===== src/design/assert_macros.svh =====
// assertion macros used by the top-level design file
`ifndef ASSERT_MACROS_SVH
`define ASSERT_MACROS_SVH

// property that must hold at every clock edge outside reset
`define ASSERT_CLK(label, clk, rst, prop, msg) \
   label: assert property (@(posedge clk) disable iff (rst) prop) else $error(msg);

// condition that must never be seen outside reset
`define ASSERT_NEVER(label, clk, rst, cond, msg) \
   label: assert property (@(posedge clk) disable iff (rst) !(cond)) else $error(msg);

`endif


===== src/design/ilt_pkg.sv =====
// package for the indexed list table: sizes, codes and word types
package ilt_pkg;

   localparam int CAPACITY       = 16;
   localparam int DATA_WIDTH     = 32;
   localparam int POS_WIDTH      = (CAPACITY > 1) ? $clog2(CAPACITY) : 1;
   localparam int COUNT_WIDTH    = $clog2(CAPACITY + 1);
   localparam int INDEX_WIDTH    = 5;
   localparam int POSITION_WIDTH = 4;
   localparam int ENTRY_CNT_WIDTH = 5;

   typedef enum logic [1:0] {
      ACT_INSERT = 2'd0,
      ACT_SEARCH = 2'd1,
      ACT_GET    = 2'd2,
      ACT_SET    = 2'd3
   } action_type;

   typedef enum logic [1:0] {
      STATUS_OK        = 2'd0,
      STATUS_BAD_INDEX = 2'd1,
      STATUS_FULL      = 2'd2
   } status_type;

   typedef struct packed {
      action_type                    action;
      logic [INDEX_WIDTH-1:0]        index;
      logic signed [DATA_WIDTH-1:0]  value;
   } req_word_type;

   typedef struct packed {
      status_type                    status;
      logic                          found;
      logic [POSITION_WIDTH-1:0]     position;
      logic signed [DATA_WIDTH-1:0]  data;
      logic [ENTRY_CNT_WIDTH-1:0]    entry_count;
      logic                          empty_res;
   } rsp_word_type;

   // broadcast to every cell of the row
   typedef struct packed {
      logic                          shift;
      logic                          write;
      logic [INDEX_WIDTH-1:0]        index;
      logic signed [DATA_WIDTH-1:0]  value;
   } cell_ctrl_type;

endpackage


===== src/design/ilt_cell.sv =====
// one storage cell of the list: holds an entry, shifts up or loads, compares
module ilt_cell (
   input  logic                                 clock,
   input  ilt_pkg::cell_ctrl_type               ctrl,
   input  logic [ilt_pkg::POS_WIDTH-1:0]        cell_pos,
   input  logic signed [ilt_pkg::DATA_WIDTH-1:0] shift_data,
   output logic signed [ilt_pkg::DATA_WIDTH-1:0] data,
   output logic                                 match
);

   logic signed [ilt_pkg::DATA_WIDTH-1:0] data_ff;
   logic signed [ilt_pkg::DATA_WIDTH-1:0] data_in;
   logic [ilt_pkg::INDEX_WIDTH-1:0]       pos_ext;
   logic                                  at_index;
   logic                                  above_index;

   assign pos_ext     = ilt_pkg::INDEX_WIDTH'(cell_pos);
   assign at_index    = (pos_ext == ctrl.index);
   assign above_index = (pos_ext > ctrl.index);

   always_comb begin
      data_in = data_ff;
      if (ctrl.shift && above_index) begin
         data_in = shift_data;
      end
      if ((ctrl.shift || ctrl.write) && at_index) begin
         data_in = ctrl.value;
      end
   end

   always_ff @(posedge clock) begin
      data_ff <= data_in;
   end

   assign data  = data_ff;
   assign match = (data_ff == ctrl.value);

endmodule


===== src/design/ilt_chain.sv =====
// row of list cells, each handing its entry to the next one up on insert
module ilt_chain (
   input  logic                                  clock,
   input  ilt_pkg::cell_ctrl_type                ctrl,
   output logic signed [ilt_pkg::DATA_WIDTH-1:0] entry_data [ilt_pkg::CAPACITY],
   output logic [ilt_pkg::CAPACITY-1:0]          match
);

   for (genvar i = 0; i < ilt_pkg::CAPACITY; i++) begin : g_cell
      logic signed [ilt_pkg::DATA_WIDTH-1:0] left_data;

      if (i == 0) begin : g_first
         assign left_data = ctrl.value;
      end else begin : g_rest
         assign left_data = entry_data[i-1];
      end

      ilt_cell u_cell (
         .clock      (clock),
         .ctrl       (ctrl),
         .cell_pos   (ilt_pkg::POS_WIDTH'(i)),
         .shift_data (left_data),
         .data       (entry_data[i]),
         .match      (match[i])
      );
   end

endmodule


===== src/design/indexed_list_table.sv =====
// indexed list table top level: command decode, entry count and result register
//
//  channel  ports                      handshake
//  request  start, busy, req_word      taken when start is high and busy low
//  result   rsp_valid, rsp_word        one-cycle strobe, one word per request
//
// every request is taken as soon as start is high; busy stays low, so a request can follow
// in the very next cycle
// the result word appears on the cycle after the request is taken
// insert shifts the row of cells in the same edge; search compares every cell
// in parallel and picks the lowest hit through a priority encoder
// synchronous reset clears the entry count and the result strobe only
// the receiver cannot stall, so nothing is ever held back
`include "assert_macros.svh"

module indexed_list_table (
   input  logic                  clock,
   input  logic                  reset,
   input  logic                  start,
   output logic                  busy,
   input  ilt_pkg::req_word_type req_word,
   output logic                  rsp_valid,
   output ilt_pkg::rsp_word_type rsp_word
);

   logic [ilt_pkg::COUNT_WIDTH-1:0]       count_ff;
   logic [ilt_pkg::COUNT_WIDTH-1:0]       count_in;
   logic                                  rsp_valid_ff;
   ilt_pkg::rsp_word_type                 rsp_word_ff;
   ilt_pkg::rsp_word_type                 rsp_word_in;
   ilt_pkg::cell_ctrl_type                ctrl;
   logic signed [ilt_pkg::DATA_WIDTH-1:0] entry_data [ilt_pkg::CAPACITY];
   logic [ilt_pkg::CAPACITY-1:0]          match;
   logic [ilt_pkg::CAPACITY-1:0]          hits;
   logic                                  accept;
   logic [ilt_pkg::COUNT_WIDTH-1:0]       idx_ext;
   logic                                  idx_in_list;
   logic                                  idx_le_count;
   logic                                  is_full;
   logic                                  any_hit;
   logic [ilt_pkg::POS_WIDTH-1:0]         hit_pos;

   assign busy   = 1'b0;
   assign accept = start && !busy;

   assign idx_ext      = ilt_pkg::COUNT_WIDTH'(req_word.index);
   assign idx_in_list  = (req_word.index < ilt_pkg::INDEX_WIDTH'(count_ff))
                         && (idx_ext == ilt_pkg::COUNT_WIDTH'(req_word.index));
   assign idx_le_count = (req_word.index <= ilt_pkg::INDEX_WIDTH'(count_ff))
                         && (idx_ext == ilt_pkg::COUNT_WIDTH'(req_word.index));
   assign is_full      = (count_ff == ilt_pkg::COUNT_WIDTH'(ilt_pkg::CAPACITY));

   always_comb begin
      ctrl.shift = accept && (req_word.action == ilt_pkg::ACT_INSERT)
                   && idx_le_count && !is_full;
      ctrl.write = accept && (req_word.action == ilt_pkg::ACT_SET) && idx_in_list;
      ctrl.index = req_word.index;
      ctrl.value = req_word.value;
   end

   ilt_chain u_chain (
      .clock      (clock),
      .ctrl       (ctrl),
      .entry_data (entry_data),
      .match      (match)
   );

   // only cells below the count take part in a search
   always_comb begin
      for (int i = 0; i < ilt_pkg::CAPACITY; i++) begin
         hits[i] = match[i] && (ilt_pkg::COUNT_WIDTH'(i) < count_ff);
      end
   end

   // lowest hit wins
   always_comb begin
      hit_pos = '0;
      for (int i = ilt_pkg::CAPACITY - 1; i >= 0; i--) begin
         if (hits[i]) begin
            hit_pos = ilt_pkg::POS_WIDTH'(i);
         end
      end
   end

   assign any_hit = |hits;

   always_comb begin
      count_in = count_ff;
      if (ctrl.shift) begin
         count_in = count_ff + 1'b1;
      end
   end

   always_comb begin
      rsp_word_in             = '0;
      rsp_word_in.status      = ilt_pkg::STATUS_OK;
      case (req_word.action)
         ilt_pkg::ACT_INSERT: begin
            if (!idx_le_count) begin
               rsp_word_in.status = ilt_pkg::STATUS_BAD_INDEX;
            end else if (is_full) begin
               rsp_word_in.status = ilt_pkg::STATUS_FULL;
            end
         end
         ilt_pkg::ACT_SEARCH: begin
            rsp_word_in.found = any_hit;
            if (any_hit) begin
               rsp_word_in.position = ilt_pkg::POSITION_WIDTH'(hit_pos);
            end
         end
         ilt_pkg::ACT_GET: begin
            if (!idx_in_list) begin
               rsp_word_in.status = ilt_pkg::STATUS_BAD_INDEX;
            end else begin
               rsp_word_in.data = entry_data[req_word.index[ilt_pkg::POS_WIDTH-1:0]];
            end
         end
         ilt_pkg::ACT_SET: begin
            if (!idx_in_list) begin
               rsp_word_in.status = ilt_pkg::STATUS_BAD_INDEX;
            end
         end
         default: begin
            rsp_word_in.status = ilt_pkg::STATUS_OK;
         end
      endcase
      rsp_word_in.entry_count = ilt_pkg::ENTRY_CNT_WIDTH'(count_in);
      rsp_word_in.empty_res   = (count_in == '0);
   end

   always_ff @(posedge clock) begin
      if (reset) begin
         count_ff     <= '0;
         rsp_valid_ff <= 1'b0;
      end else begin
         count_ff     <= count_in;
         rsp_valid_ff <= accept;
      end
   end

   always_ff @(posedge clock) begin
      rsp_word_ff <= rsp_word_in;
   end

   assign rsp_valid = rsp_valid_ff;
   assign rsp_word  = rsp_word_ff;

   `ASSERT_NEVER(a_count_bound, clock, reset, count_ff > ilt_pkg::COUNT_WIDTH'(ilt_pkg::CAPACITY), "entry count above capacity")
   `ASSERT_CLK(a_one_result, clock, reset, accept |=> rsp_valid, "request gave no result")
   `ASSERT_CLK(a_hit_in_list, clock, reset, (rsp_valid && rsp_word.found) |-> (rsp_word.status == ilt_pkg::STATUS_OK && ilt_pkg::ENTRY_CNT_WIDTH'(rsp_word.position) < rsp_word.entry_count), "search hit outside list")
   `ASSERT_CLK(a_insert_count, clock, reset, (accept && req_word.action == ilt_pkg::ACT_INSERT) |=> ((rsp_word.status == ilt_pkg::STATUS_OK) == (count_ff == $past(count_ff) + 1'b1)), "insert status and count disagree")

endmodule

===== config.mk =====
export PLATFORM = sky130hd
export DESIGN_NAME = indexed_list_table
export DESIGN_NICKNAME = d
export VERILOG_FILES = /design/src/design/ilt_pkg.sv /design/src/design/ilt_cell.sv /design/src/design/ilt_chain.sv /design/src/design/indexed_list_table.sv
export VERILOG_INCLUDE_DIRS = /design/src /design/src/design
export SDC_FILE = /design/constraint.sdc
export NUM_CORES = 1
export LEC_CHECK = 0
export ABC_AREA = 0
export BUFFER_PORTS_ARGS = -buffer_cell sky130_fd_sc_hd__clkbuf_2
export CELL_PAD_IN_SITES_DETAIL_PLACEMENT = 1
export CELL_PAD_IN_SITES_GLOBAL_PLACEMENT = 1
export CORE_MARGIN = 2
export CORE_UTILIZATION = 45
export DETAILED_ROUTE_END_ITERATION = 12
export GPL_TIMING_DRIVEN = 0
export PLACE_DENSITY = 0.77
export SETUP_SLACK_MARGIN = 0.4
export SKIP_CTS_REPAIR_TIMING = 1
export SLEW_MARGIN = 20
export SYNTH_ARGS = -nofsm -noshare
export SYNTH_HDL_FRONTEND = slang
export SYNTH_SLANG_ARGS = --single-unit

===== constraint.sdc =====
create_clock -name clock -period 10.4 [get_ports clock]
set_input_delay 1.04 -clock clock [delete_from_list [all_inputs] [get_ports clock]]
set_output_delay 1.04 -clock clock [all_outputs]
set_load 0.01 [all_outputs]

## Yosys cells after proc, flatten, opt, wreduce, memory -nomap -nowiden

Cells that the tools add are included.

| storage, ports and cells | value |
|---|---|
| flip-flop bits (word level) | 563 |
| input port bits | 42 |
| output and inout port bits | 47 |

| operators by class | value |
|---|---|
| $add $sub $neg | 1 |
| magnitude comparators | 35 |
| equality and inequality tests | 35 |
| multiplexer cells | 55 |
| bitwise gates (word level) | 3 |
| reduce and logical (&&, ||, !) cells | 81 |

Operators by type and width:

| kind | count |
|---|---|
| two-way mux 32 bit | 34 |
| == test 32 bit | 16 |
| binary-select mux 32 bit (select 4 bit) | 1 |
| logical AND 1 bit | 53 |
| == test 4 x 5 -> 1 bit, first input constant | 8 |
| > comparator 4 x 5 -> 1 bit, first input constant | 8 |
| less-than comparator 4 x 5 -> 1 bit, first input constant | 8 |
| two-way mux 4 bit | 8 |
| nonzero test 2 bit | 16 |
| == test 3 x 5 -> 1 bit, first input constant | 4 |
| > comparator 3 x 5 -> 1 bit, first input constant | 4 |
| less-than comparator 3 x 5 -> 1 bit, first input constant | 4 |
| OR reduction 16 bit | 1 |
| two-way mux 3 bit | 4 |
| == test 2 x 5 -> 1 bit, first input constant | 2 |
| > comparator 1 x 5 -> 1 bit, first input constant | 2 |
| > comparator 2 x 5 -> 1 bit, first input constant | 2 |
| zero test 5 bit | 2 |
| less-than comparator 1 x 5 -> 1 bit, first input constant | 2 |
| less-than comparator 2 x 5 -> 1 bit, first input constant | 2 |
| OR reduction 10 bit | 1 |
| two-way mux 2 bit | 4 |
| OR reduction 6 bit | 1 |
| adder 5 x 1 -> 5 bit, second input constant | 1 |
| 19 further kinds | 22 |

## Longest topological paths before layout

| depth | value |
|---|---|
| word-level depth | 17 |
| gate-level depth with buffers | 17 |
| depth with buffers taken out | 13 |

## Hierarchy

A second synthesis with hierarchy kept.

| second synthesis, totals | value |
|---|---|
| cell total of the unflattened synthesis | 2477 |
| area total of the unflattened synthesis | 35226.3 um2 |

Modules (own cells, without submodules):

| module | instances | cells an instance | area each (um2) |
|---|---|---|---|
| ilt_cell (u_chain.g_cell[0].u_cell ...) | 8 | 128 | 1835.5 |
| ilt_cell (u_chain.g_cell[2].u_cell ...) | 8 | 128 | 1828.0 |
| indexed_list_table | 1 | 427 | 5910.7 |
| ilt_chain | 1 | 2 | 7.5 |

## Least setup slack after synthesis

OpenSTA, ideal clock, no wires.

| path | value |
|---|---|
| kind | input -> register |
| start point | input req_word[32] (netlist name) |
| end point | register u_chain.g_cell[0].u_cell.data_ff (netlist bit u_chain.g_cell[0].u_cell.data[0]), enable pin |
| setup time | 0.501 ns |
| data arrival time | 5.748 ns |
| data required time | 9.899 ns |
| setup slack | 4.151 ns |
| stages on the path | 12 |
| path buffers | 2 |
| path through | clkbuf_1 clkinv_1 ha_1 nor2b_1 o21a_1 o21ai_2 nand2b_1 a21oi_4 o2111ai_4 and2_1 buf_6 nor4_1 |

| on the way | value |
|---|---|
| word-level cells in the longest chain between the ends | 6 |
| elaborated cells between the ends (all ways) | 11 |
| classes of those cells | 3 x order compare; 8 x reduce/logical |

Ends and longest elaborated chain:

| element | RTL line | RTL |
|---|---|---|
| start, declared | indexed_list_table.sv:21 | `input ilt_pkg::req_word_type req_word,` |
| <= comparator 5 bit | indexed_list_table.sv:49 | `assign idx_le_count = (req_word.index <= ilt_pkg::INDEX_WIDTH'(count_ff))` |
| logical AND 1 bit (2 in a row) | indexed_list_table.sv:55 | `&& idx_le_count && !is_full;` |
| logical OR 1 bit | ilt_cell.sv:26 | `if ((ctrl.shift \|\| ctrl.write) && at_index) begin` |
| logical AND 1 bit | ilt_cell.sv:26 |  |
| nonzero test 2 bit (no line) (*) | n/a |  |
| end signal, assigned | ilt_cell.sv:32 | `data_ff <= data_in;` |
| end, declared | ilt_cell.sv:11 | `logic signed [ilt_pkg::DATA_WIDTH-1:0] data_ff;` |

Mark *: on every way between the ends. The rest lies on a longest branch, timed or not.
A chain may end at the register's enable or synchronous reset.

## Final worst setup path

| path | value |
|---|---|
| start point | input req_word[32] (netlist name) |
| end point | register u_chain.g_cell[10].u_cell.data_ff (netlist bit u_chain.g_cell[10].u_cell.data[18]), enable pin |

| on the way | value |
|---|---|
| word-level cells in the longest chain between the ends | 6 |
| elaborated cells between the ends (all ways) | 11 |
| classes of those cells | 3 x order compare; 1 x eq/ne; 7 x reduce/logical |

Ends and longest elaborated chain:

| element | RTL line |
|---|---|
| <= comparator 5 bit | indexed_list_table.sv:49 |
| logical AND 1 bit (2 in a row) | indexed_list_table.sv:55 |
| logical OR 1 bit | ilt_cell.sv:26 |
| logical AND 1 bit | ilt_cell.sv:26 |
| nonzero test 2 bit (no line) (*) | n/a |
| end signal, assigned | ilt_cell.sv:32 |
| end, declared | ilt_cell.sv:11 |

Marks and branches as above.

==> results.toml <==
[synth]
ys_seq_area_share_pct = 48.9
synthDistinctLibCells = 59
syn_nets = 2642
netlist_area_um2 = 33500
yosysWarnings = 0
synth_cells = 2593
async_reset_ff_share_pct = 0
yosys_register_bits = 563
yosys_most_used_dff = "edfxtp_1"
synth_edf_count = 512
postSynthAreaPerCell_um2 = 12.9

[setup_path]
cp-start-kind = "input port"
arrival_ns = 6.04
crit_fanout = 32
cpPeakStageDelay_ns = 0.84
ff2ff_path_depth = 15
r2r_slack_ns = 4.87
cp-end-kind = "flop"
worstPathCellList = "clkbuf_2 > clkinv_1 > ha_1 > nand2_1 > nor2_1 > o2111ai_4 > and2_1 > buf_6 > nor2_4 > buf_2 > buf_1 > a22o_2"
required_ns = 10.64
path_class = "input port to flop"
slowest_stage = "a22o_2"

[run]
max-cap-violations = 0

[placement]
place_area_um2 = 35700
place_congestion = 1.06
post-place-ws_ns = 4.30
hpwlAfterDp_um = 134000
portBuffers = 86

[global_route]
grt_pass1_vias = 25600
antenna_found_initial = 8
grt_pass1_wl_um = 218000
overflow = 0
grt_max_degree = 33
track_usage_pct = 42.0

[die]
rows = 100
core_area_um2 = 74100
pin_count = 89
die_width_um = 277
fp.dieArea_um2 = 76700
start_util_pct = 45.3
die_h_um = 277

[clock_tree]
clockRootBuffer = "clkbuf_16"
clk_pin_slew_ns = 0.06
tritoncts.num_buffers = 70
cts_tree = "yes"
clk_latency_ns = 0.63
cts_sinks = 563
clock_path_buffers = 3
htreeDepth = 3

[min_path]
hold_class = "input port to flop"
holdPathStages = 1

[finish]
design_area_um2 = 37900
final_cell_mix = "edfxtp_1, mux2_2, xor2_1"
area_growth_pct = 13.2
final_common_cell = "edfxtp_1"
drive_above_1_share_pct = 24.5
finalNetCount = 2830

[sta]
rsz0062_at_grt = "no"
maxSlewViolCount = 0
hold_viol_final = 0
fin_crit_ns = 5.80
fmax_mhz = 172
skew_ns = 0.0245
worst_pin_slew_ns = 1.23
setup_violations = 0
maxSlewHeadroom_pct = 17.8
setup_tns_ns = 0
worst_slack_ns = 4.60
fin_crit_sh_pct = 55.8

[routing]
firstDrtPassIters = 5
detail_route.wl_per_cell_um = 43.0
drc = 0
drt_iter0_drc = 3675
via_per_inst = 6.80
routed_wl_um = 164000
antenna_left = 0
vias = 25900

[outcome]
status = "completed"

[pwr]
p_per_area_nw_per_um2 = 145
ir_drop_mv = 0.111
p_leak_nw = 12.8
path summary, 6_finish.rpt:
kind	startpoint	to
max	req_word[32]	u_chain.g_cell[10].u_cell.data[18]$_DFFE_PP_
min	req_word[26]	u_chain.g_cell[0].u_cell.data[26]$_DFFE_PP_
max reg2reg	count_ff[1]$_SDFF_PP0_	u_chain.g_cell[10].u_cell.data[18]$_DFFE_PP_
min reg2reg	u_chain.g_cell[1].u_cell.data[15]$_DFFE_PP_	u_chain.g_cell[2].u_cell.data[15]$_DFFE_PP_
kinds of logic after synthesis:
| logic type | after synthesis | synth area share, % |
|---|---|---|
| buffers and inverters | 296 | 3.80 |
| muxes | 503 | 18.8 |
| adders and majority gates | 7 | 0.261 |
| DFF | 563 | 48.9 |
| and+or+nand+nor | 334 | 5.78 |
| AOI/OAI and AO/OA | 376 | 8.99 |
| xor gates and xnor gates | 513 | 13.4 |
| other | 1 | 0.0112 |
worst max-delay path: cells and delay by family:
kind	cells	cell delay [ns]
AO/OA/AOI/OAI	2	1.07
AND/OR/NAND/NOR	4	0.74
buffers and inverters	5	2.60
adder cells (fa/ha/maj)	1	0.54
final cells by class:
cell class	count	area, µm²
diodes	3	7.51
multi-input cells	1734	16000
well taps	969	1210
flip-flops and latches	563	16400
inverters	15	56.3
plain buffers	281	1220
fillers	7485	36100
clock buffers	102	2000
clock inverters	26	173
repair buffers	116	881
sequential cells by signal, indices dropped and copies added, names as in the netlist:
register                    cells
rsp_valid                       1
count_ff                        5
u_chain.g_cell.u_cell.data    512
rsp_word                       45
through the flow:
| step | total power [mW] | utilization (%) | std cells | hold WS [ns] |
|---|---|---|---|---|
| after global placement | 3.11 | 47.5 | 3648 | 0.586 |
| final | 5.52 | 51.2 | 3809 | 0.601 |
| after CTS | 5.49 | 51.2 | 3805 | 0.585 |
| after global routing | 5.59 | 51.2 | 3806 | 0.607 |
| after floorplan | 2.82 | - | 2593 | 0.560 |
| after detailed placement | 3.12 | 48.3 | 3677 | 0.596 |
report_power, final:
group	total [mW]	internal (mW)	switching, mW	leakage [nW]
Clock	2.41	1.36	1.05	1.07
Sequential	2.47	2.46	0.0131	5.02
Combinational	0.632	0.170	0.462	6.73
Total	5.52	3.99	1.53	12.8
metal layers:
| metal | vias up | part of all wire [%] | GRT usage (%) |
|---|---|---|---|
| li1 | 10400 | - | - |
| met1 | 13500 | 38 | 53.2 |
| met2 | 1681 | 45 | 64.7 |
| met3 | 337 | 8.9 | 7.24 |
| met4 | 0 | 8.6 | 31.1 |
| met5 | - | 0 | 0 |
cell usage after synthesis (all sizes together), types with 51 or more instances:
cell	number	area [µm²]
edfxtp	512	15400
mux4	64	1440
buf	114	591
a32o	160	1600
nand4	71	444
nor4	78	488
xnor2	242	2120
xor2	271	2370
mux2i	129	1290
mux2	310	3580
o21ai	54	274
dfxtp	51	1020
clkbuf	167	627
Power figures use the tool's default switching activity.
